==> config.mk <==
export PLATFORM = sky130hd
export DESIGN_NAME = hcps_power
export DESIGN_NICKNAME = d
export VERILOG_FILES = /design/src/hcps_pkg.sv /design/src/hcps_power.sv
export SDC_FILE = /design/constraint.sdc
export NUM_CORES = 1
export LEC_CHECK = 0
export BUFFER_PORTS_ARGS = -buffer_cell sky130_fd_sc_hd__buf_2
export CAP_MARGIN = 40
export CORE_ASPECT_RATIO = 1.25
export CORE_MARGIN = 2
export CORE_UTILIZATION = 60
export CTS_CLUSTER_DIAMETER = 100
export CTS_CLUSTER_SIZE = 14
export DETAILED_ROUTE_END_ITERATION = 7
export GPL_ROUTABILITY_DRIVEN = 1
export GPL_TIMING_DRIVEN = 0
export HOLD_SLACK_MARGIN = 0.15
export PLACE_DENSITY = 0.89
export SYNTH_ARGS = -nofsm -noshare
export SYNTH_HDL_FRONTEND = slang
export SYNTH_SLANG_ARGS = --single-unit
export TNS_END_PERCENT = 100
==> constraint.sdc <==
create_clock -name clock -period 29.3 [get_ports clock]
set_input_delay 2.93 -clock clock [delete_from_list [all_inputs] [get_ports clock]]
set_output_delay 2.93 -clock clock [all_outputs]
set_load 0.005 [all_outputs]
==> src/hcps_pkg.sv <==
// Constants, payload types and inter-stage structs for the halfcomplex
// power spectrum peak detector. No dependencies.
package hcps_pkg;

   localparam int MAX_FRAME   = 1024;
   localparam int MIN_FRAME   = 2;
   localparam int FRAME_W     = $clog2(MAX_FRAME) + 1;
   localparam int POS_W       = $clog2(MAX_FRAME);
   localparam int BIN_W       = $clog2(MAX_FRAME / 2) + 1;
   localparam int STORE_DEPTH = MAX_FRAME / 2;
   localparam int ADDR_W      = $clog2(STORE_DEPTH);
   localparam int SAMPLE_W    = 16;
   localparam int POWER_W     = 2 * SAMPLE_W;
   localparam int TOTAL_W     = POWER_W + $clog2(MAX_FRAME / 2) ;

   // word after the request register
   typedef struct packed {
      logic                       track;
      logic                       use_re;
      logic                       last;
      logic [BIN_W-1:0]           bin;
      logic signed [SAMPLE_W-1:0] sample;
   } stage1_type;

   // bin power after the squaring stage
   typedef struct packed {
      logic               track;
      logic               last;
      logic [BIN_W-1:0]   bin;
      logic [POWER_W-1:0] power;
   } stage2_type;

endpackage

==> src/hcps_power.sv <==
// Squaring stage: re^2 + im^2 of a bin, or im^2 alone for DC and Nyquist, registered.
// Depends on hcps_pkg.
module hcps_power import hcps_pkg::*; (
   input  logic                       clock,
   input  logic                       reset,
   input  logic                       s1_valid,
   input  stage1_type                 s1,
   input  logic signed [SAMPLE_W-1:0] re_data,
   output logic                       s1_ready,
   input  logic                       s2_ready,
   output logic                       s2_valid,
   output stage2_type                 s2
);

   logic              s2_valid_ff, s2_valid_in;
   stage2_type        s2_ff, s2_in;
   logic signed [POWER_W-1:0] sq_im, sq_re;

   assign s1_ready = !s2_valid_ff || s2_ready;

   always_comb begin
      sq_im = POWER_W'(s1.sample) * POWER_W'(s1.sample);
      sq_re = POWER_W'(re_data) * POWER_W'(re_data);
      s2_in.track = s1.track;
      s2_in.last  = s1.last;
      s2_in.bin   = s1.bin;
      s2_in.power = s1.use_re ? POWER_W'($unsigned(sq_im) + $unsigned(sq_re))
                              : $unsigned(sq_im);
      s2_valid_in = s1_ready ? s1_valid : s2_valid_ff;
   end

   always_ff @(posedge clock) begin
      if (reset) begin
         s2_valid_ff <= 1'b0;
      end else begin
         s2_valid_ff <= s2_valid_in;
      end
   end

   always_ff @(posedge clock) begin
      if (s1_ready && s1_valid) begin
         s2_ff <= s2_in;
      end
   end

   assign s2_valid = s2_valid_ff;
   assign s2       = s2_ff;

endmodule

==> metrics.md <==
| Metric | Value |
|---|---|
| Share of layout cells above drive strength 1 | 6.62% |
| Fill count | 2,412 |
| Die Span X | 169 um |
| Site Rows | 75 |
| Post-synthesis area per instance | 9.77 sq um |
| Final Util | 64.4% |
| Startpoint types | input pin |
| Crit path DAT | 14,200 ps |
| Max Clk Rate | 0.0707 GHz |
| Reg2reg start | s2_valid |
| Core area | 33,500 sq um |
| Area leader, netlist | fa_1 |
| Netlist cell types | 62 |
| Crit path max fanout | 10 |
| Drt first pass iters | 7 |
| Setup Buffers After CTS | 0 |
| CP top delay family | adder cells |
| Post-placement cell count | 2,604 |
| TritonCTS Buffers | 5 |
| Initial antenna violation count | 1 |
| Layout Skew | 10.5 ps |
| Post-synthesis sequential area ratio | 6.57% |
| RSZ-0062 raised after global routing | no |
| CTS tree | yes |
| Worst stage delay on the critical path | 580 ps |
| Post-CTS sizing | 0 |
| Dpl hpwl | 43,000 um |
| DRC | 0 |
| Setup TNS | 0 ps |
| Worst-path clk slew | 80 ps |
| Number of synthesized flops with an enable pin | 44 |
| Hold Buf Count CTS | 0 |
| Most frequent cell after synthesis | inv_1 |
| Reg2reg end | s2[18] |
| Crit path capture type | register |
| Final-report hold violation count | 0 |
| Die Area | 35,500 sq um |
| Ys Warns | 0 |
| Finished Layout Cells | 2,612 |
| Crit-path slowest cell | clkbuf_1 |
| Run status | complete, no violations |
| CTS Buffer Depth | 2 |
| Starting Density | 60.9% |
| Synthesized area | 20,400 sq um |
| Worst min path class | reg -> reg |
| Synth top area share | 49.4% |
| Syn_nets | 2,830 |
| H-tree Lvls | 2 |
| Final Wtd Congestion | 0.966 |
| Root buffer cell | clkbuf_16 |
| Vias | 14,600 |
| Top cells by count, synth | inv_1 (636), fa_1 (503), ha_1 (189), nand2_1 (170), and2_1 (96) |
| Antenna viol nets, final | 0 |
| First-pass GRT wire length | 82,300 um |
| Vias in the first global route | 17,100 |
| Synthesis-to-finish area growth | 5.79% |
| Top post-synthesis cells by area | fa_1 (49%), inv_1 (12%), ha_1 (12%) |
| Tmin final | 14,150 ps |
| Maxcap violations | 0 |
| Post-synthesis register bit count | 45 |
| Final WL | 49,000 um |
| Largest net degree at the start of global routing | 30 |
| Worst path bufs/invs | 9 |
| Clk sinks | 45 |
| Die Height | 210 um |
| Slew headroom | 44.1% |
| Initial DRC count | 1,029 |
| Slew @ Worst Pin | 838 ps |
| Grt ovf | 0 |
| Hold depth | 2 |
| Post-synth ARST share | 0% |
| Via density | 5.59 |
| Worst Path Required | 29,360 ps |
| Worst hold start | s2_valid |
| Nets | 2,929 |
| Hold path endpoint | s2_valid |
| Mapped Cells | 2,089 |
| Aggregate global-route resource usage | 29.7% |
| Clk_lat worst skew | 310 ps |
| Crit path kind | in -> reg |
| Main flop type after synthesis | edfxtp_1 |
| Final Cycle Share | 48.3% |
| Worst R2R Setup Slack | 27,860 ps |
| Cells on worst reg2reg path | 3 |
| I/O pin cnt | 95 |
| IO buf count | 91 |
| Pins Over Slew Limit | 0 |
| WL/cell | 18.8 um |
| # diodes | 0 |
| Most used cell, CP | fa_1 |
| Setup-failing EPs final | 0 |
-- sequential cells by signal, indices dropped and copies added, names as in the netlist --
register and count:
s2 44, s2_valid 1
-- worst min-delay path, stage by stage (launching register included) --
cell,delay (ps)
dfxtp_1,320
nand2b_1,110
a21oi_1,70
-- cells by family after synthesis --
group | count (synthesis) | synth area share, %
AOI/OAI and AO/OA | 161 | 5.47
DFF | 45 | 6.57
adders and majority gates | 692 | 60.9
and+or+nand+nor | 393 | 9.25
buffers and inverters | 688 | 12.7
xor gates and xnor gates | 84 | 3.67
muxes | 26 | 1.43
-- per-layer routing --
layer  share of wire [%]  global-route usage [%]  wire length (um)
met1                  35                    34.1             17100
met2                  52                    53.3             25700
met3                 6.5                    4.15              3200
met4                 6.1                    16.5              2990
met5               0.029                       0                14
-- area by class of cell --
| class | instances | area, sq um | share of cell area (%) |
|---|---|---|---|
| multi-input cells | 1356 | 16500 | 76.4 |
| clock buffers | 5 | 125 | 0.580 |
| plain buffers | 52 | 195 | 0.904 |
| clock inverters | 3 | 50.0 | 0.232 |
| inverters | 636 | 2390 | 11.1 |
| flip-flops and latches | 45 | 1340 | 6.21 |
| repair buffers | 92 | 475 | 2.20 |
| well taps | 423 | 529 | 2.45 |
-- cell usage in the layout (no fill, tap or decap), types with 2 or more instances in the layout --
master,n
inv_1,636
fa_1,503
ha_1,189
nand2_1,170
and2_1,95
buf_2,91
xnor2_1,60
nor2_1,56
clkbuf_1,52
a21oi_1,49
edfxtp_1,44
mux2_2,25
xor2_1,23
a21o_1,21
o21ai_0,19
nand2b_1,19
nor3_1,11
a211oi_1,10
nor2b_1,9
o21a_1,8
a211o_1,7
or3_1,7
and3_1,6
o21ai_1,5
nand3_1,5
nand4_1,5
clkbuf_16,5
a31oi_1,4
a31o_2,4
o21bai_1,4
o31ai_1,3
or2_2,3
o211ai_1,3
o2111ai_1,2
a21boi_0,2
-- worst max path at each step --
| stage | startpoint | to | cells after the start |
|---|---|---|---|
| 6_report | s1[4] | s2[30] | 35 |
| 5_1_grt | s1[4] | s2[30] | 35 |
| 4_1_cts | s1[4] | s2[31] | 36 |
| 3_5_place_dp | s1[4] | s2[31] | 36 |
| 3_3_place_gp | s1[4] | s2[31] | 36 |
| 2_1_floorplan | s1[15] | s2[31] | 36 |
-- per-stage QoR --
| step | setup slack (ps) | instance area, sq um | hold slack, ps |
|---|---|---|---|
| after global routing | 14720 | 21600 | 565 |
| after CTS | 15350 | 21600 | 529 |
| after global placement | 15270 | 21400 | 488 |
| after detailed placement | 15020 | 21400 | 519 |
| final | 15150 | 21600 | 540 |
| after floorplan | 16670 | 20400 | 522 |
Power is left out: the tool's default activity adds up to more than one toggle a clock period on the data nets, which glitch-free logic cannot reach.
