### src/hcps_pkg.sv
// Constants, payload types and inter-stage structs for the halfcomplex
// power spectrum peak detector. No dependencies.
package hcps_pkg;

   localparam int MAX_FRAME   = 1024;
   localparam int MIN_FRAME   = 2;
   localparam int FRAME_W     = $clog2(MAX_FRAME) + 1;
   localparam int POS_W       = $clog2(MAX_FRAME);
   localparam int BIN_W       = $clog2(MAX_FRAME / 2) + 1;
   localparam int STORE_DEPTH = MAX_FRAME / 2;
   localparam int ADDR_W      = $clog2(STORE_DEPTH);
   localparam int SAMPLE_W    = 16;
   localparam int POWER_W     = 2 * SAMPLE_W;
   localparam int TOTAL_W     = POWER_W + $clog2(MAX_FRAME / 2) ;

   // word after the request register
   typedef struct packed {
      logic                       track;
      logic                       use_re;
      logic                       last;
      logic [BIN_W-1:0]           bin;
      logic signed [SAMPLE_W-1:0] sample;
   } stage1_type;

   // bin power after the squaring stage
   typedef struct packed {
      logic               track;
      logic               last;
      logic [BIN_W-1:0]   bin;
      logic [POWER_W-1:0] power;
   } stage2_type;

endpackage

### src/hcps_if.sv


interface hcps_rsp_if import hcps_pkg::*; ();
   logic               valid;
   logic               ready;
   logic [BIN_W-1:0]   bin_index;
   logic [POWER_W-1:0] bin_power;
   logic               frame_done;
   logic [BIN_W-1:0]   peak_bin;
   logic [POWER_W-1:0] peak_power;
   logic [BIN_W-1:0]   min_bin;
   logic [TOTAL_W-1:0] total_power;

   modport source (output valid, output bin_index, output bin_power, output frame_done,
                   output peak_bin, output peak_power, output min_bin, output total_power,
                   input ready);
   modport sink (input valid, input bin_index, input bin_power, input frame_done,
                 input peak_bin, input peak_power, input min_bin, input total_power,
                 output ready);
endinterface


### src/hcps_track.sv
// Peak, minimum and total tracking over bins 1..N/2, and the response register.
// Depends on hcps_pkg and hcps_if.
module hcps_track import hcps_pkg::*; (
   input  logic       clock,
   input  logic       reset,
   input  logic       clear,
   input  logic       s2_valid,
   input  stage2_type s2,
   output logic       s2_ready,
   hcps_rsp_if.source rsp
);

   logic               seen_ff, seen_in;
   logic [POWER_W-1:0] best_ff, best_in, least_ff, least_in;
   logic [BIN_W-1:0]   best_bin_ff, best_bin_in, least_bin_ff, least_bin_in;
   logic [TOTAL_W-1:0] sum_ff, sum_in;
   logic               rsp_valid_ff, rsp_valid_in;

   logic [BIN_W-1:0]   bin_ff, peak_bin_ff, min_bin_ff;
   logic [POWER_W-1:0] power_ff, peak_power_ff;
   logic               done_ff;
   logic [TOTAL_W-1:0] total_ff;

   logic               adv;
   logic               take_best, take_least;
   logic [POWER_W-1:0] best_n, least_n;
   logic [BIN_W-1:0]   best_bin_n, least_bin_n;
   logic [TOTAL_W-1:0] sum_n;

   assign s2_ready = !rsp_valid_ff || rsp.ready;
   assign adv      = s2_valid && s2_ready;

   always_comb begin
      take_best  = !seen_ff || (s2.power >= best_ff);
      take_least = !seen_ff || (s2.power <= least_ff);
      best_n      = best_ff;
      best_bin_n  = best_bin_ff;
      least_n     = least_ff;
      least_bin_n = least_bin_ff;
      sum_n       = sum_ff;
      if (s2.track) begin
         if (take_best) begin
            best_n     = s2.power;
            best_bin_n = s2.bin;
         end
         if (take_least) begin
            least_n     = s2.power;
            least_bin_n = s2.bin;
         end
         sum_n = TOTAL_W'(sum_ff + TOTAL_W'(s2.power));
      end

      seen_in      = seen_ff;
      best_in      = best_ff;
      best_bin_in  = best_bin_ff;
      least_in     = least_ff;
      least_bin_in = least_bin_ff;
      sum_in       = sum_ff;
      if (clear || (adv && s2.last)) begin
         seen_in      = 1'b0;
         best_in      = '0;
         best_bin_in  = '0;
         least_in     = '0;
         least_bin_in = '0;
         sum_in       = '0;
      end else if (adv) begin
         seen_in      = seen_ff || s2.track;
         best_in      = best_n;
         best_bin_in  = best_bin_n;
         least_in     = least_n;
         least_bin_in = least_bin_n;
         sum_in       = sum_n;
      end

      rsp_valid_in = s2_ready ? s2_valid : rsp_valid_ff;
   end

   always_ff @(posedge clock) begin
      if (reset) begin
         seen_ff      <= 1'b0;
         best_ff      <= '0;
         best_bin_ff  <= '0;
         least_ff     <= '0;
         least_bin_ff <= '0;
         sum_ff       <= '0;
         rsp_valid_ff <= 1'b0;
      end else begin
         seen_ff      <= seen_in;
         best_ff      <= best_in;
         best_bin_ff  <= best_bin_in;
         least_ff     <= least_in;
         least_bin_ff <= least_bin_in;
         sum_ff       <= sum_in;
         rsp_valid_ff <= rsp_valid_in;
      end
   end

   always_ff @(posedge clock) begin
      if (adv) begin
         bin_ff        <= s2.bin;
         power_ff      <= s2.power;
         done_ff       <= s2.last;
         peak_bin_ff   <= s2.last ? best_bin_n : '0;
         peak_power_ff <= s2.last ? best_n : '0;
         min_bin_ff    <= s2.last ? least_bin_n : '0;
         total_ff      <= s2.last ? sum_n : '0;
      end
   end

   assign rsp.valid       = rsp_valid_ff;
   assign rsp.bin_index   = bin_ff;
   assign rsp.bin_power   = power_ff;
   assign rsp.frame_done  = done_ff;
   assign rsp.peak_bin    = peak_bin_ff;
   assign rsp.peak_power  = peak_power_ff;
   assign rsp.min_bin     = min_bin_ff;
   assign rsp.total_power = total_ff;

`ifndef SYNTHESIS
   a_order: assert property (@(posedge clock) disable iff (reset)
      seen_ff |-> least_ff <= best_ff)
      else $error("minimum power above peak power");
   a_idle_clear: assert property (@(posedge clock) disable iff (reset)
      !seen_ff |-> sum_ff == '0 && best_ff == '0 && least_ff == '0)
      else $error("statistics not clear at frame start");
   a_total_bound: assert property (@(posedge clock) disable iff (reset)
      seen_ff |-> sum_ff >= TOTAL_W'(best_ff))
      else $error("total power below peak power");
`endif

endmodule
### src/flat_wrapper.sv
// flat-port wrapper written by rule: the top's interface ports become plain ports
module hcps_track_flat import hcps_pkg::*;
  (clock, reset, clear, s2_valid, s2, s2_ready, rsp_valid, rsp_bin_index, rsp_bin_power, rsp_frame_done, rsp_peak_bin, rsp_peak_power, rsp_min_bin, rsp_total_power, rsp_ready);
  hcps_rsp_if rsp_i ();
  input  logic clock;
  input  logic reset;
  input  logic clear;
  input  logic s2_valid;
  input  stage2_type s2;
  output logic s2_ready;
  output wire logic [$bits(rsp_i.valid)-1:0] rsp_valid;
  output wire logic [$bits(rsp_i.bin_index)-1:0] rsp_bin_index;
  output wire logic [$bits(rsp_i.bin_power)-1:0] rsp_bin_power;
  output wire logic [$bits(rsp_i.frame_done)-1:0] rsp_frame_done;
  output wire logic [$bits(rsp_i.peak_bin)-1:0] rsp_peak_bin;
  output wire logic [$bits(rsp_i.peak_power)-1:0] rsp_peak_power;
  output wire logic [$bits(rsp_i.min_bin)-1:0] rsp_min_bin;
  output wire logic [$bits(rsp_i.total_power)-1:0] rsp_total_power;
  input wire logic [$bits(rsp_i.ready)-1:0] rsp_ready;
  assign rsp_valid = rsp_i.valid;
  assign rsp_bin_index = rsp_i.bin_index;
  assign rsp_bin_power = rsp_i.bin_power;
  assign rsp_frame_done = rsp_i.frame_done;
  assign rsp_peak_bin = rsp_i.peak_bin;
  assign rsp_peak_power = rsp_i.peak_power;
  assign rsp_min_bin = rsp_i.min_bin;
  assign rsp_total_power = rsp_i.total_power;
  assign rsp_i.ready = rsp_ready;
  hcps_track u_core (.clock(clock), .reset(reset), .clear(clear), .s2_valid(s2_valid), .s2(s2), .s2_ready(s2_ready), .rsp(rsp_i));
endmodule
### config.mk
export PLATFORM = sky130hd
export DESIGN_NAME = hcps_track_flat
export DESIGN_NICKNAME = d
export VERILOG_FILES = /design/src/hcps_pkg.sv /design/src/hcps_if.sv /design/src/hcps_track.sv /design/src/flat_wrapper.sv
export SDC_FILE = /design/constraint.sdc
export NUM_CORES = 1
export LEC_CHECK = 0
export ABC_AREA = 0
export BUFFER_PORTS_ARGS = -buffer_cell sky130_fd_sc_hd__buf_2
export CAP_MARGIN = 20
export CORE_MARGIN = 2
export CORE_UTILIZATION = 41
export DETAILED_ROUTE_END_ITERATION = 7
export PLACE_DENSITY = 0.57
export SLEW_MARGIN = 5
export SYNTH_ARGS = -nofsm -noshare
export SYNTH_HDL_FRONTEND = slang
export SYNTH_SLANG_ARGS = --single-unit
### constraint.sdc
create_clock -name clock -period 5.4 [get_ports clock]
set_input_delay 0 -clock clock [delete_from_list [all_inputs] [get_ports clock]]
set_output_delay 0 -clock clock [all_outputs]
set_load 0.005 [all_outputs]
==> impl_metrics.yaml, run 1 <==
status:
  outcome: "finished, final reports clean"
worst_setup_path:
  rr_endpoint: "u_core.rsp.peak_bin[5]"
  critPathKind: "flop to flop"
  ff2ff_setup_slack_ns: 1.96
  crit_slowest_cell: "buf_4"
  setup.worst_path.start_class: "flop"
  required_ns: 5.85
  crit_arrival_ns: 3.89
  max_stage_delay_ns: 0.71
  critPathMaxFanout: 78
  worstRegToRegCells: 11
  cp_cell_sequence: "inv_1 -> ha_1 -> a21o_1 -> a21o_1 -> a21oi_1 -> o21ai_1 -> a211o_1 -> o221ai_4 -> buf_4 -> nand4_1 -> nand4_1"
  path_delay_family: "compound AO/OA/AOI/OAI gates"
  path_buf_inv: 2
  r2r_start: "u_core.best_ff[21]"
  cp-end-kind: "flop"
synthesis:
  synth.yosys.seq_area_share: 0.429
  synth_top_flop_cell: "edfxtp_1"
  ys_warn_count: 0
  yosysTopAreaCellShare: 0.264
  ys_seq_elements: 263
  synth_nets: 1874
  synthArstFlopShare: 0
  syn_area_um2: 15400
  syn_inst: 1728
  yosysUniqueCellTypes: 70
  ys_top_cells_by_count: "nand4_1, nand3_1, edfxtp_1"
  synth_edf_count: 136
  synth_area_per_cell_um2: 8.94
  yosysMostFrequentCell: "nand4_1"
  synth_area_leaders: "edfxtp_1, dfxtp_1, nand4_1"
  synth_top_area_cell: "edfxtp_1"
hold_path:
  holdPathStages: 3
  worstHoldStart: "s2[43]"
  hold_path.class: "primary input to flop"
  holdPathEnd: "u_core.rsp.total_power[21]"
timing:
  fin_crit_sh: 0.637
  worst_pin_slew_ns: 1.06
  period_minus_slack_ns: 3.44
  fmax_ghz: 0.291
  rsz0062_at_grt: "no"
  finClkSkew_ns: 0.0144
  tns_ns: 0
  slew_headroom: 0.296
  maxSlewViolCount: 0
  final_hold_viol_count: 0
  setup_viol: 0
global_route:
  grt-ovfl-total: 0
  grt_pass1_wl_um: 70800
  grt_max_degree: 106
  antenna_found_initial: 0
  grt_pass1_vias: 13200
  grt_usage: 0.224
placement:
  place_hpwl_um: 28600
  dpl_cell_area_um2: 16700
  port_buffers: 186
  gp_congestion: 0.840
  dp.cells: 2292
drt:
  remaining_drc_errors: 0
  drtAntennaViolNets: 0
  wl_per_cell_um: 18.7
  drt_first_pass_iters: 5
  vias: 14100
  drt_wl_total_um: 44700
  viasPerCell: 5.86
  drt_iter0_markers: 1117
floorplan:
  start_util: 0.413
  die_w_um: 198
  num_rows: 71
  dieArea_um2: 39200
  ios: 187
  coreArea_um2: 37400
  die_y_um: 198
clock_network:
  cts_sinks: 263
  clk_latency_ns: 0.59
  post_cts_buffers: 0
  cts_buffers: 31
  cts_buffer_depth: 3
  htreeDepth: 1
  clkTransAtPathRegs_ns: 0.06
  cts_tree: "done"
  clockRootBuffer: "clkbuf_16"
run:
  cap_violations: 0
cells_and_area:
  syn_to_final_growth_pct: 17.8
  diodes: 0
  nFillCells: 3518
  stdcell_area_um2: 18200
  nets: 2009
  drive_above_1_share: 0.155
  finalNonFillerCells: 2399
pwr:
  leakagePower_nw: 6.97
  peakVddDrop_v: 0.000250
  power_density_nw_per_um2: 273
-- cell type report --
cell class                      count  area, µm²  share of cell area
Timing Repair Buffer              256       1610              0.0882
Clock inverter                     11        111             0.00612
Inverter                           78        298              0.0164
Tap cell                          511        639              0.0351
Clock buffer                       47        922              0.0507
Multi-Input combinational cell   1233       7990               0.439
Sequential cell                   263       6630               0.364
-- layer usage --
metal / GRT usage / share of wire
met1: 0.294 / 0.45
met2: 0.382 / 0.47
met3: 0.0315 / 0.055
met4: 0.0707 / 0.026
met5: 0 / 0
-- registers in the layout (all words and copies together), names as in the netlist, 32 cells and up --
register,count
u_core.rsp.total_power,41
u_core.sum_ff,41
u_core.best_ff,32
u_core.least_ff,32
u_core.rsp.bin_power,32
u_core.rsp.peak_power,32
-- what timing repair did --
item	in CTS	in global routing
hold endpoints to repair	180	0
gates resized for setup	0	0
hold buffers	48	0
-- power breakdown --
part | internal, mW | switching [mW] | total [mW]
clock | 1.27 | 0.863 | 2.13
combinational | 0.209 | 0.400 | 0.609
sequential | 2.19 | 0.0314 | 2.23
-- metrics by stage --
stage               hold slack [ns]  total power, mW  utilization  setup slack [ns]
finish                        0.219             4.97        0.487              1.96
detailed placement            0.253             2.85        0.445              1.85
global route                  0.237             5.16        0.487              1.69
CTS                           0.195             5.02        0.486              1.83
global placement              0.249             2.84        0.445              1.90
floorplan                    0.0691             2.61            -             0.730
-- worst register-to-register path, delay by kind of cell (launching register included) --
kind                     cells  cell delay (ns)
adder cells (fa/ha/maj)      1             0.28
flip-flops                   1             0.38
buffers and inverters        2             0.79
AO/OA/AOI/OAI                6             1.46
AND/OR/NAND/NOR              2             0.39
-- logic make-up (layout without fill, tap and decap cells) --
logic type,after synthesis,in the layout,share of synthesized area
AOI/OAI and AO/OA,312,312,0.133
xor gates and xnor gates,29,29,0.0164
adders and majority gates,97,97,0.0791
buffers and inverters,232,392,0.0576
DFF,263,263,0.429
muxes,34,34,0.0222
and+or+nand+nor,761,761,0.262
-- placed cells by master (no fill, tap or decap), types with 4 or more instances in the layout --
master           n
a211oi_1         9
a21boi_0         4
a21o_1          32
a21oi_1         78
a31o_2           4
a31oi_1         18
a41oi_1         31
and2_1          10
and3_1          11
buf_2          184
buf_4           22
clkbuf_1         9
clkbuf_16       33
clkbuf_8         4
clkinv_1         4
dfxtp_1        127
dlygate4sd3_1   48
edfxtp_1       136
ha_1            96
inv_1           75
mux2i_1         32
nand2_1        132
nand2b_1        10
nand3_1        164
nand4_1        262
nor2_1          59
nor2b_1         22
nor3_1          45
nor4_1           5
o211ai_1         8
o21a_1          11
o21ai_0         72
o21ai_1          5
o31ai_1          6
or2_2           11
or3_1           11
or4_1            4
xnor2_1         19
xor2_1          10
-- worst max-delay path by stage --
stage | to | from | slack, ns | cells after the start
CTS | u_core.rsp.peak_bin[6] | u_core.best_ff[0] | 1.83 | 10
global route | u_core.rsp.peak_bin[2] | u_core.best_ff[17] | 1.69 | 11
global placement | u_core.rsp.peak_bin[0] | u_core.best_ff[0] | 1.90 | 10
finish | u_core.rsp.peak_bin[5] | u_core.best_ff[21] | 1.96 | 11
floorplan | u_core.sum_ff[25] | u_core.rsp.valid | 0.73 | 7
detailed placement | u_core.rsp.peak_bin[6] | u_core.best_ff[0] | 1.85 | 10
Note: power is estimated with default switching activity, not from simulation.
==> inputs of run 2 (changes only) <==
--- a/config.mk
+++ b/config.mk
@@ -5,7 +5,7 @@
 export SDC_FILE = /design/constraint.sdc
 export NUM_CORES = 1
 export LEC_CHECK = 0
-export ABC_AREA = 0
+export ABC_AREA = 1
 export BUFFER_PORTS_ARGS = -buffer_cell sky130_fd_sc_hd__buf_2
 export CAP_MARGIN = 20
 export CORE_MARGIN = 2
==> constraint.sdc (replaced) <==
create_clock -name clock -period 3.26 [get_ports clock]
set_input_delay 0 -clock clock [delete_from_list [all_inputs] [get_ports clock]]
set_output_delay 0 -clock clock [all_outputs]
set_load 0.005 [all_outputs]
==> run 2 against run 1 <==
Critical path type unchanged. Largest cell class unchanged. Worst setup slack got worse by 1.3 ns. Clock skew increased by 0.0045 ns. Flip-flop and latch count unchanged. First-iteration DRC count decreased by 21%. Routed wire length decreased by 3.3%. Non-clock buffer count decreased by 11.
==> impl_metrics.yaml, run 2 <==
synthesis:
  synth.yosys.seq_area_share: 0.449
  syn_area_um2: 14800
  yosysMostFrequentCell: "nand2_1"
  syn_inst: 1926
  ys_top_cells_by_count: "nand2_1, inv_1, a21oi_1"
  ys_warn_count: 0
  synth_area_leaders: "edfxtp_1, dfxtp_1, nand2_1"
  synthArstFlopShare: 0
  synth-xor-area-share: 0.0101
  synth_fa_ha_area_frac: 0.0827
  yosysTopAreaCellShare: 0.277
  synth_top_flop_cell: "edfxtp_1"
  synth_area_per_cell_um2: 7.67
  synth_top_area_cell: "edfxtp_1"
  synth-compound-area-share: 0.118
  yosys.area_share.simple: 0.238
  ys_seq_elements: 263
  synth.area.mux_share: 0.00136
  synth_edf_count: 136
  synth_nets: 2072
  synth_top_family_by_area: "simple AND/OR/NAND/NOR gates"
  yosysUniqueCellTypes: 45
cells_and_area:
  final_common_cell: "nand2_1"
  final_cell_mix: "nand2_1, inv_1, a21oi_1"
  stdcell_area_um2: 17400
  finalNonFillerCells: 2612
  diodes: 0
  fin_util: 0.492
  drive_above_1_share: 0.123
  nets: 2275
  syn_to_final_growth_pct: 18.2
hold_path:
  hold_path.class: "primary input to flop"
drt:
  drt_iter0_markers: 887
  wl_per_cell_um: 16.6
  drt_wl_total_um: 43300
  vias: 13100
  remaining_drc_errors: 0
  drtAntennaViolNets: 0
  drt_first_pass_iters: 6
  viasPerCell: 5.02
worst_setup_path:
  cp-end-kind: "flop"
  crit_slowest_cell: "fa_1"
  path_delay_family: "simple AND/OR/NAND/NOR gates"
  critPathMostFrequentCell: "nand2_1"
  critPathMaxFanout: 5
  cp_cell_sequence: "ha_1 -> fa_1 -> nand3_1 -> nand3_1 -> nand2_1 -> nand2_1 -> nand2_1 -> nand3_1 -> nand2_1 -> a21o_1 -> nand3_1 -> nand2_1 -> inv_1"
  crit_arrival_ns: 2.93
  required_ns: 3.57
  critPathKind: "flop to flop"
  max_stage_delay_ns: 0.47
  setup.worst_path.start_class: "flop"
  path_buf_inv: 1
clock_network:
  cts_tree: "done"
  post_cts_buffers: 0
  cts_buffers: 29
  clkTransAtPathRegs_ns: 0.06
  clk_latency_ns: 0.56
  cts_buffer_depth: 3
  cts_sinks: 263
  clockRootBuffer: "clkbuf_16"
  htreeDepth: 1
placement:
  dp.cells: 2513
  place_ws_ns: 0.629
  port_buffers: 186
  gp_congestion: 0.889
  place_hpwl_um: 30800
  dpl_cell_area_um2: 16100
timing:
  fin_crit_sh: 0.806
  setup_slack_ns: 0.632
  setup_viol: 0
  final_hold_viol_count: 0
  worst_pin_slew_ns: 0.656
  tns_ns: 0
  fmax_ghz: 0.381
  holdWs_ns: 0.0592
  slew_headroom: 0.561
  rsz0062_at_grt: "no"
  period_minus_slack_ns: 2.63
  maxSlewViolCount: 0
  finClkSkew_ns: 0.0189
global_route:
  grt-ovfl-total: 0
  grt_usage: 0.225
  antenna_found_initial: 2
  grt_pass1_vias: 12300
  grt_max_degree: 86
  grt_pass1_wl_um: 67700
floorplan:
  coreArea_um2: 35500
  ios: 187
  die_w_um: 194
  dieArea_um2: 37500
  die_y_um: 194
  start_util: 0.416
  num_rows: 69
status:
  outcome: "finished, final reports clean"
pwr:
  power_density_nw_per_um2: 452
  total_power_mw: 7.89
  peakVddDrop_v: 0.000345
  leakagePower_nw: 8.26
run:
  cap_violations: 0
==> run 2: power breakdown <==
group	internal [mW]	switching, mW
logic	0.397	0.731
clock network	1.71	1.33
registers	3.66	0.0581
total	5.77	2.12
==> run 2: final timing paths <==
kind | end | from | slack (ns) | cells past startpoint
setup reg to reg | u_core.rsp.total_power[22] | u_core.sum_ff[0] | 0.63 | 13
hold / removal | u_core.sum_ff[39] | s2[43] | 0.06 | 6
setup / recovery | u_core.rsp.total_power[22] | u_core.sum_ff[0] | 0.63 | 13
hold reg to reg | u_core.least_bin_ff[8] | u_core.least_bin_ff[8] | 0.47 | 2
==> run 2: cell type report <==
class / count / area [µm²]
clock buffer: 40 / 807
clock inverter: 13 / 62.6
inverter: 305 / 1150
fill: 3519 / 18000
sequential: 263 / 6630
tap: 461 / 577
timing repair buffer: 245 / 1560
multi-input combinational: 1285 / 6660
==> run 2: cells by family after synthesis <==
| family | Yosys count |
|---|---|
| AOI/OAI and AO/OA | 327 |
| muxes | 2 |
| adders and majority gates | 97 |
| DFF | 263 |
| buffers and inverters | 378 |
| xor gates and xnor gates | 17 |
| and+or+nand+nor | 842 |
==> run 2: worst min-delay path, delay by kind of cell <==
family / cells / cell delay (ns)
buffers and inverters: 2 / 0.29
and+or+nand+nor: 4 / 0.28
==> run 2: layer usage <==
metal / wire length, µm / track usage
met1: 20300 / 0.311
met2: 20300 / 0.383
met3: 2120 / 0.0264
met4: 576 / 0.0421
met5: 0 / 0
==> run 2: what timing repair did <==
action	4_1_cts	5_1_grt
endpoints found under the hold margin	186	0
hold buffers	45	0
gates resized for setup	0	0
