==> config.mk <==
export PLATFORM = sky130hd
export DESIGN_NAME = hcps_front_flat
export DESIGN_NICKNAME = d
export VERILOG_FILES = /design/src/hcps_pkg.sv /design/src/hcps_if.sv /design/src/hcps_front.sv /design/src/flat_wrapper.sv
export SDC_FILE = /design/constraint.sdc
export NUM_CORES = 1
export LEC_CHECK = 0
export ABC_AREA = 1
export ABC_CLOCK_PERIOD_IN_PS = 6050
export BUFFER_PORTS_ARGS = -buffer_cell sky130_fd_sc_hd__buf_2
export CORE_AREA = 2 2 84 86
export CTS_CLUSTER_DIAMETER = 150
export DETAILED_ROUTE_END_ITERATION = 8
export DIE_AREA = 0 0 86 88
export PLACE_DENSITY = 0.89
export SLEW_MARGIN = 0
export SYNTH_ARGS = -nofsm -noshare
export SYNTH_HDL_FRONTEND = slang
export SYNTH_SLANG_ARGS = --single-unit
==> constraint.sdc <==
create_clock -name clock -period 6.05 [get_ports clock]
set_input_delay 1.21 -clock clock [delete_from_list [all_inputs] [get_ports clock]]
set_output_delay 1.21 -clock clock [all_outputs]
set_load 0.005 [all_outputs]
==> src/hcps_pkg.sv <==
// Constants, payload types and inter-stage structs for the halfcomplex
// power spectrum peak detector. No dependencies.
package hcps_pkg;

   localparam int MAX_FRAME   = 1024;
   localparam int MIN_FRAME   = 2;
   localparam int FRAME_W     = $clog2(MAX_FRAME) + 1;
   localparam int POS_W       = $clog2(MAX_FRAME);
   localparam int BIN_W       = $clog2(MAX_FRAME / 2) + 1;
   localparam int STORE_DEPTH = MAX_FRAME / 2;
   localparam int ADDR_W      = $clog2(STORE_DEPTH);
   localparam int SAMPLE_W    = 16;
   localparam int POWER_W     = 2 * SAMPLE_W;
   localparam int TOTAL_W     = POWER_W + $clog2(MAX_FRAME / 2) ;

   // word after the request register
   typedef struct packed {
      logic                       track;
      logic                       use_re;
      logic                       last;
      logic [BIN_W-1:0]           bin;
      logic signed [SAMPLE_W-1:0] sample;
   } stage1_type;

   // bin power after the squaring stage
   typedef struct packed {
      logic               track;
      logic               last;
      logic [BIN_W-1:0]   bin;
      logic [POWER_W-1:0] power;
   } stage2_type;

endpackage

==> src/hcps_if.sv <==
// Request, response and register-write channel interfaces.
// Depends on hcps_pkg.
interface hcps_req_if import hcps_pkg::*; ();
   logic                       valid;
   logic                       ready;
   logic signed [SAMPLE_W-1:0] sample;

   modport source (output valid, output sample, input ready);
   modport sink (input valid, input sample, output ready);
endinterface


interface hcps_csr_if import hcps_pkg::*; ();
   logic               valid;
   logic               ready;
   logic [FRAME_W-1:0] frame_length;

   modport source (output valid, output frame_length, input ready);
   modport sink (input valid, input frame_length, output ready);
endinterface

==> src/hcps_front.sv <==
// Frame position counter, length register, word decode and request register.
// Drives the real-part store ports. Depends on hcps_pkg and hcps_if.
module hcps_front import hcps_pkg::*; (
   input  logic                       clock,
   input  logic                       reset,
   hcps_req_if.sink                   req,
   hcps_csr_if.sink                   csr,
   input  logic                       s1_ready,
   output logic                       s1_valid,
   output stage1_type                 s1,
   output logic                       wr_en,
   output logic [ADDR_W-1:0]          wr_addr,
   output logic signed [SAMPLE_W-1:0] wr_data,
   output logic                       rd_en,
   output logic [ADDR_W-1:0]          rd_addr
);

   logic [FRAME_W-1:0] length_ff, length_in;
   logic [POS_W-1:0]   pos_ff, pos_in;
   logic               s1_valid_ff, s1_valid_in;
   stage1_type         s1_ff, s1_in;

   logic               accept, csr_write;
   logic [FRAME_W-1:0] p_ext, half_ext, first_imag, bin_full, cfg_len;
   logic               is_dc, is_real, is_nyq, is_last;

   assign csr.ready = 1'b1;
   assign csr_write = csr.valid;
   assign req.ready = !s1_valid_ff || s1_ready;
   assign accept    = req.valid && req.ready;

   always_comb begin
      p_ext      = {1'b0, pos_ff};
      half_ext   = length_ff >> 1;
      first_imag = FRAME_W'((length_ff + FRAME_W'(1)) >> 1);
      bin_full   = length_ff - p_ext;
      is_dc      = (pos_ff == '0);
      is_real    = !is_dc && (p_ext < first_imag);
      is_nyq     = !is_dc && !is_real && !length_ff[0] && (p_ext == half_ext);
      is_last    = (p_ext == length_ff - FRAME_W'(1));

      s1_in.sample = req.sample;
      s1_in.last   = is_last;
      s1_in.track  = !is_dc;
      s1_in.use_re = !is_dc && !is_nyq;
      if (is_dc) begin
         s1_in.bin = '0;
      end else if (is_nyq) begin
         s1_in.bin = half_ext[BIN_W-1:0];
      end else begin
         s1_in.bin = bin_full[BIN_W-1:0];
      end
   end

   assign wr_en   = accept && is_real;
   assign wr_addr = pos_ff[ADDR_W-1:0];
   assign wr_data = req.sample;
   assign rd_en   = accept && !is_dc && !is_real && !is_nyq;
   assign rd_addr = bin_full[ADDR_W-1:0];

   always_comb begin
      if (csr.frame_length < FRAME_W'(MIN_FRAME)) begin
         cfg_len = FRAME_W'(MIN_FRAME);
      end else if (csr.frame_length > FRAME_W'(MAX_FRAME)) begin
         cfg_len = FRAME_W'(MAX_FRAME);
      end else begin
         cfg_len = csr.frame_length;
      end

      length_in = length_ff;
      pos_in    = pos_ff;
      if (csr_write) begin
         length_in = cfg_len;
         pos_in    = '0;
      end else if (accept) begin
         pos_in = is_last ? '0 : POS_W'(pos_ff + POS_W'(1));
      end

      s1_valid_in = s1_valid_ff;
      if (req.ready) begin
         s1_valid_in = accept && !is_real;
      end
   end

   always_ff @(posedge clock) begin
      if (reset) begin
         length_ff   <= FRAME_W'(MAX_FRAME);
         pos_ff      <= '0;
         s1_valid_ff <= 1'b0;
      end else begin
         length_ff   <= length_in;
         pos_ff      <= pos_in;
         s1_valid_ff <= s1_valid_in;
      end
   end

   always_ff @(posedge clock) begin
      if (accept) begin
         s1_ff <= s1_in;
      end
   end

   assign s1_valid = s1_valid_ff;
   assign s1       = s1_ff;

`ifndef SYNTHESIS
   a_pos_in_frame: assert property (@(posedge clock) disable iff (reset)
      {1'b0, pos_ff} < length_ff)
      else $error("frame position beyond frame length");
   a_length_range: assert property (@(posedge clock) disable iff (reset)
      length_ff >= FRAME_W'(MIN_FRAME) && length_ff <= FRAME_W'(MAX_FRAME))
      else $error("frame length out of range");
   a_store_one_port: assert property (@(posedge clock) disable iff (reset)
      !(wr_en && rd_en))
      else $error("store written and read by one request");
`endif

endmodule

==> src/flat_wrapper.sv <==
// flat-port wrapper written by rule: the top's interface ports become plain ports
module hcps_front_flat import hcps_pkg::*;
  (clock, reset, s1_ready, s1_valid, s1, wr_en, wr_addr, wr_data, rd_en, rd_addr, req_valid, req_sample, req_ready, csr_valid, csr_frame_length, csr_ready);
  hcps_req_if req_i ();
  hcps_csr_if csr_i ();
  input  logic clock;
  input  logic reset;
  input  logic s1_ready;
  output logic s1_valid;
  output stage1_type s1;
  output logic wr_en;
  output logic [ADDR_W-1:0] wr_addr;
  output logic signed [SAMPLE_W-1:0] wr_data;
  output logic rd_en;
  output logic [ADDR_W-1:0] rd_addr;
  input wire logic [$bits(req_i.valid)-1:0] req_valid;
  input wire logic [$bits(req_i.sample)-1:0] req_sample;
  output wire logic [$bits(req_i.ready)-1:0] req_ready;
  input wire logic [$bits(csr_i.valid)-1:0] csr_valid;
  input wire logic [$bits(csr_i.frame_length)-1:0] csr_frame_length;
  output wire logic [$bits(csr_i.ready)-1:0] csr_ready;
  assign req_i.valid = req_valid;
  assign req_i.sample = req_sample;
  assign req_ready = req_i.ready;
  assign csr_i.valid = csr_valid;
  assign csr_i.frame_length = csr_frame_length;
  assign csr_ready = csr_i.ready;
  hcps_front u_core (.clock(clock), .reset(reset), .req(req_i), .csr(csr_i), .s1_ready(s1_ready), .s1_valid(s1_valid), .s1(s1), .wr_en(wr_en), .wr_addr(wr_addr), .wr_data(wr_data), .rd_en(rd_en), .rd_addr(rd_addr));
endmodule
==> results by group, run 1 <==
Power and ir drop
  – Psw: roughly 0.00023 W
  – Cell leakage power: 1.87 nW
  – Sequential share of power: 51.4%
  – Pint: 0.000546 W
  – Comb pwr share: a little over a fifth
  – Sw Share: roughly 29%
  – Peak VDD IR: around 80 µV
  – Pwr/cell area: about 200 nW/µm²
  – Clock Power Share: about 27%

Clocking
  – Clock Tree Buf Depth: 2
  – Post-cts gate resize count: 0
  – CTS buffer count: 5
  – Skew-Pair Late Insertion Delay: about 0.3 ns
  – CTS tree: built
  – Clk Tree Root Cell: clkbuf_8
  – Post-CTS Hold Fix Bufs: 0
  – Clock transition at the registers of the reported paths: around 0.09 ns
  – CTS sink count: 51
  – H-tree Lvls: 2
  – Postcts setup bufs: 0

Setup path
  – Arrival time at the worst endpoint: approximately 3.2 ns
  – CP peak stage delay: 0.52 ns
  – Most common cell on crit path: nor2_1
  – Critical Path RT: just under 5 ns
  – Critical Path, Cell by Cell: inv_1 -> nor3_1 -> nand3_1 -> nor2_1 -> nand2_1 -> nor2_1 -> xor2_1 -> ha_1 -> nand2_1 -> o21ai_0 -> nor2_1 -> nand3_1 -> nand2_1 -> nor2_1 -> buf_2
  – Worst setup path category: reg -> out
  – CP startpoint kind: flop
  – Slowest cell on the critical path: dfxtp_1
  – Worst Path Max Fanout: 7
  – Setup crit end kind: primary output

Timing
  – RSZ-0062 raised after global routing: false
  – Achievable Freq: 228 MHz
  – Fin. Hold Viols: 0
  – Period utilization: around 72%
  – Fin crit period: 4.38 ns
  – Final Setup Violations: 0
  – Setup_tns: 0 ns
  – Layout Skew: just over 0.006 ns
  – Final Max Tran Viols: 0

Global routing
  – First-pass GRT wire length: between 15 and 20 mm
  – Vias in the first global route: 3187
  – Largest net degree at the start of global routing: 32
  – Gr usage total: between 20% and 30%
  – Initial antenna violation count: 0
  – Grt ovf: 0

Die
  – Die footprint: 7570 µm²
  – Core Region: 6640 µm²
  – Io pins: 100
  – Chip Height: 88 µm
  – # rows: 30
  – Starting Density: 53.0%
  – Horiz. Die Dim: about 86 µm

Yosys
  – Area contributors post-synth: edfxtp_1 25%, dfxtp_1 13%, nand2_1 10%, ha_1 7.8%, nor2_1 6.1%
  – Syn Area/Cell: slightly below 8 µm²
  – Sequential area share after synthesis: between 30% and 40%
  – Number of flops mapped to enable cells by yosys: 29
  – Most frequent cell after synthesis: nand2_1
  – Most frequent cells after synthesis: 97 x nand2_1, 57 x nor2_1, 41 x inv_1
  – Syn. warnings: 0
  – Synth top area share: roughly 25%
  – Netlist cell types: 39
  – Area leader, netlist: edfxtp_1
  – Cell Area, Synth: about 3500 µm²
  – FF+latch count, synth: 51
  – Synth async-reset ratio: 0%
  – Gate count of the mapped netlist: ~450
  – Primary FF master, synth: edfxtp_1
  – Post-Syn Nets: between 500 and 600

Placed design
  – I/O Buffers: 98
  – Post-DP Area: between 3000 and 4000 µm²
  – DP HPWL: around 7.7 mm
  – Global placer's final weighted congestion: a little under 1

Finish
  – Fraction of final layout cells with drive strength greater than 1: 23.8%
  – Multi-input logic area: 1770 µm²
  – # fillers: between 600 and 700
  – Layout area overhead: 12.3%
  – Storage cell area: approximately 1300 µm²
  – Net count, final: ~580
  – Post-Layout Inst Area: 3950 µm²
  – Ant. Diodes: 0

Route
  – Pre-antenna DRT Iters: 5
  – Routed vias: approximately 3300
  – Routed Antenna Nets: 0
  – DRC: 0
  – DRT iter0 DRCs: about 170
  – Routed WL: 9.50 mm
  – Via/cell ratio: ~5.4
  – Wirelength per Cell: 15.7 µm

Job
  – Max_cap viols: 0

Worst hold path
  – Hold/Removal Path Class: reg -> reg

Run status
  – Status: complete, no violations
## stage by stage
stage / std cells / total power, W / hold slack [ns] / util [%] / setup WS [ns]
floorplan: 453 / 0.000513 / 0.518 / - / 2.47
global placement: 597 / 0.000568 / 0.498 / 58.0 / 2.16
detailed placement: 597 / 0.000573 / 0.517 / 58.0 / 2.05
CTS: 605 / 0.000778 / 0.535 / 59.5 / 1.68
global route: 605 / 0.000816 / 0.579 / 59.5 / 1.35
finish: 605 / 0.000774 / 0.536 / 59.5 / 1.67
## worst paths after layout
path                  startpoint              end  slack (ns)  cells after the start
min              u_core.s1_valid  u_core.s1_valid        0.54                      2
max          u_core.length_ff[1]            rd_en        1.67                     15
max reg2reg  u_core.length_ff[1]    u_core.s1[23]        2.67                     17
min reg2reg      u_core.s1_valid  u_core.s1_valid        0.54                      2
## routing by layer
layer	share of wire [%]	global-route usage [%]
met5	0	0
met3	7.4	3.86
met4	3.0	9.24
met2	48	46.9
met1	42	29.9
## power by group through the flow
stage	logic, W	clock network [W]	registers, W
final	0.000168	0.000208	0.000398
after global routing	0.000189	0.000227	0.000400
after CTS	0.000168	0.000212	0.000398
after detailed placement	0.000167	0	0.000406
after global placement	0.000163	0	0.000405
after floorplan	0.000111	0	0.000402
## area by class of cell
class	count	share of cell area (%)
clock buffer	6	2.09
multi-input combinational	319	44.7
inverter	48	4.56
timing repair buffer	99	12.6
clock inverter	2	0.411
tap	80	2.53
sequential	51	33.2
## sequential cells by signal (all words and copies together) (netlist names)
register,cells
u_core.length_ff,11
u_core.s1_valid,1
u_core.s1,29
u_core.pos_ff,10
## critical path, delay by kind of cell, from the launching register on
family,cells,cell delay [ns]
AO/OA/AOI/OAI,1,0.08
XOR/XNOR,1,0.17
adder cells (fa/ha/maj),1,0.25
buffers and inverters,2,0.30
flip-flops,1,0.52
AND/OR/NAND/NOR,10,1.55
## cell usage in the layout, fill, tap and decap left out, types with 3 or more instances in the layout
master and count:
nand2_1 97, buf_2 98, inv_1 41, nand4_1 10, dfxtp_1 22, nand3_1 30, nor2_2 3, edfxtp_1 29
a21oi_1 15, o21ai_0 21, nor3_1 8, nor3_2 3, o21ai_1 6, clkbuf_8 6, inv_2 6, ha_1 22
xnor2_1 6, xor2_1 17, nor2_1 57
## cells by family (layout without fill, tap and decap cells)
group | count (synthesis) | in the layout | synth area share [%]
and+or+nand+nor | 219 | 219 | 27.7
buffers and inverters | 83 | 155 | 12.6
AOI/OAI and AO/OA | 52 | 52 | 7.96
DFF | 51 | 51 | 37.2
adders and majority gates | 23 | 23 | 8.39
xor gates and xnor gates | 23 | 23 | 5.72
other | 1 | 1 | 0.107
muxes | 1 | 1 | 0.284
Note: power is estimated with default switching activity, not from simulation.
==> run 2, diff against run 1 <==
ABC_AREA = 0   (was 1)
ABC_CLOCK_PERIOD_IN_PS = 4100   (was 6050)
PLACE_DENSITY = 0.88   (was 0.89)
clock period = 4.1 ns   (was 6.05 ns; I/O delays follow)
==> run 2 against run 1 <==
  * Combinational power up 37%
  * Power grew 45%
  * Largest power group unchanged
  * Cell area down 1.5%
  * Count of clock-buffer cells in the layout decreased by 1
  * Area after synthesis fell by 2.7%
  * Sequential cell count stayed put
  * Routed wire length is 11% lower
  * Non-clock buffer count up 7
  * First-iteration DRC count up 13%
  * Clock power is 50% higher
  * Cell count down 16%
==> results by group, run 2 <==
Run status
  – Status: complete, no violations

Setup path
  – Crit-path leading delay family: simple AND/OR/NAND/NOR gates
  – Cells on worst reg2reg path: 10
  – Worst Path Max Fanout: 11
  – Setup crit end kind: primary output
  – Critical Path RT: around 3.3 ns
  – Slowest cell on the critical path: dfxtp_1
  – CP peak stage delay: about 0.66 ns
  – CP Buf/Inv Count: 1
  – CP startpoint kind: flop
  – Most common cell on crit path: a21o_1
  – Arrival time at the worst endpoint: 3.08 ns
  – WP depth: 10
  – Worst setup path category: reg -> out
  – Critical Path, Cell by Cell: and3_2 -> nand3_1 -> nor2_1 -> xnor2_1 -> ha_1 -> a21o_1 -> a21o_1 -> a221o_1 -> and4_1 -> buf_2

Yosys
  – Netlist cell types: 53
  – Area contributors post-synth: edfxtp_1 25%, dfxtp_1 13%, ha_1 8.0%, xnor2_1 6.4%, buf_4 5.7%
  – Primary FF master, synth: edfxtp_1
  – Number of flops mapped to enable cells by yosys: 29
  – Syn. warnings: 0
  – Syn Area/Cell: between 9 and 10 µm²
  – Most frequent cells after synthesis: 29 x edfxtp_1, 26 x buf_4, 26 x nor2_1
  – Gate count of the mapped netlist: 353
  – Sequential area share after synthesis: a little under two fifths
  – Synth async-reset ratio: 0%
  – Cell Area, Synth: between 3000 and 4000 µm²
  – Synth top area share: 25.4%
  – Post-Syn Nets: 408
  – FF+latch count, synth: ~50
  – Most frequent cell after synthesis: edfxtp_1
  – Area leader, netlist: edfxtp_1

Timing
  – Layout Skew: between 0.006 and 0.007 ns
  – Final Max Tran Viols: 0
  – Fin. Hold Viols: 0
  – Slew of the pin with the lowest slew margin: 0.906 ns
  – Final Setup Violations: 0
  – Relative slew slack: 39.0%
  – Fin worst setup slack: between 0.15 and 0.2 ns
  – Setup_tns: 0 ns
  – RSZ-0062 raised after global routing: false
  – Period utilization: about 95%
  – Achievable Freq: approximately 260 MHz
  – Fin crit period: slightly below 4 ns

Route
  – Routed WL: between 8 and 9 mm
  – Routed Antenna Nets: 0
  – Wirelength per Cell: between 15 and 20 µm
  – DRC: 0
  – DRT iter0 DRCs: ~190
  – Pre-antenna DRT Iters: 4
  – Via/cell ratio: ~5.7
  – Routed vias: approximately 2900

Power and ir drop
  – Pwr/cell area: ~290 nW/µm²
  – Power after layout: between 0.001 and 0.0015 W
  – Peak VDD IR: between 100 and 150 µV
  – Cell leakage power: between 1.5 and 2 nW

Global routing
  – Initial antenna violation count: 0
  – First-pass GRT wire length: 12.6 mm
  – Grt ovf: 0
  – Gr usage total: 21.7%
  – Vias in the first global route: 2535
  – Largest net degree at the start of global routing: 34

Worst hold path
  – Hold depth: 1
  – Hold/Removal Path Class: reg -> reg

Die
  – Core Region: 6640 µm²
  – # rows: 30
  – Starting Density: about 52%
  – Die footprint: approximately 7600 µm²
  – Horiz. Die Dim: 86 µm
  – Io pins: 100
  – Chip Height: slightly below 90 µm

Placed design
  – I/O Buffers: between 90 and 100
  – DP HPWL: around 6.5 mm
  – Post-DP Area: roughly 3800 µm²
  – Global placer's final weighted congestion: roughly 0.96
  – Worst slack at placement: roughly 0.55 ns

Finish
  – Largest register FFs: 29
  – Net count, final: between 400 and 500
  – Layout area overhead: 13.7%
  – Ant. Diodes: 0
  – # fillers: a little under 600
  – Leading cell types in the layout, fill and taps excluded: 98 x buf_2, 29 x edfxtp_1, 26 x nor2_1, 25 x xnor2_1
  – Post-Layout Inst Area: about 3900 µm²
  – Fraction of final layout cells with drive strength greater than 1: just under 30%
  – Commonest non-fill, non-tap cell in the layout: buf_2

Clocking
  – Clock transition at the registers of the reported paths: ~0.1 ns
  – CTS sink count: 51
  – CTS buffer count: 5
  – Postcts setup bufs: 0
  – H-tree Lvls: 2
  – Skew-Pair Late Insertion Delay: 0.31 ns
  – CTS tree: built
  – Clock Tree Buf Depth: 2
  – Post-CTS Hold Fix Bufs: 0
  – Clk Tree Root Cell: clkbuf_8
  – Post-cts gate resize count: 0

Job
  – Max_cap viols: 0
## run 2: cell types whose count changed after synthesis, sizes merged, moves of 7 or more
cell / delta
nand3: -13
nor2: -36
inv: -29
nand4: -7
xnor2: +19
nand2: -82
and3: +7
o21ai: -15
## run 2: layer usage
layer	global-route usage [%]	vias up	wire, µm
met3	4.15	16	532
met2	36.2	113	4140
met4	8.66	0	178
li1	-	1383	-
met1	27.7	1358	3580
met5	0	-	0
## run 2: metrics by stage
stage | util, % | instances | hold slack (ns)
after global placement | 57.2 | 499 | 0.469
after detailed placement | 57.2 | 499 | 0.473
after global routing | 58.6 | 507 | 0.535
after floorplan | - | 353 | 0.510
after CTS | 58.6 | 507 | 0.497
final | 58.6 | 507 | 0.491
## run 2: logic make-up (layout without fill, tap and decap cells)
kind of cell               Yosys count  count (layout)  share of synthesized area (%)
adders and majority gates           23              23                           8.62
xor gates and xnor gates            44              44                           11.2
buffers and inverters               58             132                           10.1
AOI/OAI and AO/OA                   68              68                           15.2
other                                1               1                          0.109
DFF                                 51              51                           38.3
and+or+nand+nor                    108             108                           16.5
## run 2: area by class of cell
type | count | area [µm²] | share of cell area, %
multi-input combinational | 244 | 1770 | 45.4
sequential | 51 | 1310 | 33.7
timing repair buffer | 106 | 551 | 14.1
tap | 80 | 100 | 2.57
clock buffer | 5 | 68.8 | 1.77
inverter | 18 | 67.6 | 1.73
clock inverter | 3 | 28.8 | 0.739
## run 2: report_power, final
| part | switching [W] | leakage [nW] | internal, W |
|---|---|---|---|
| logic | 0.000128 | 1.20 | 0.000102 |
| registers | 0.0000138 | 0.466 | 0.000567 |
| clock network | 0.000185 | 0.0502 | 0.000127 |
| total | 0.000327 | 1.72 | 0.000796 |
## run 2: final timing paths
check                 startpoint                   to  slack [ns]
max reg2reg  u_core.length_ff[3]        u_core.s1[23]        0.76
max          u_core.length_ff[3]                rd_en        0.20
min          u_core.length_ff[6]  u_core.length_ff[6]        0.49
min reg2reg  u_core.length_ff[6]  u_core.length_ff[6]        0.49
## run 2: worst register-to-register path: stages (launching register included)
cell and delay (ns):
dfxtp_1 0.66, and3_2 0.29, nand3_1 0.15, nor2_1 0.17
xnor2_1 0.13, ha_1 0.26, a21o_1 0.16, a21o_1 0.19
a221oi_2 0.57, nor2_1 0.26, o211a_1 0.27
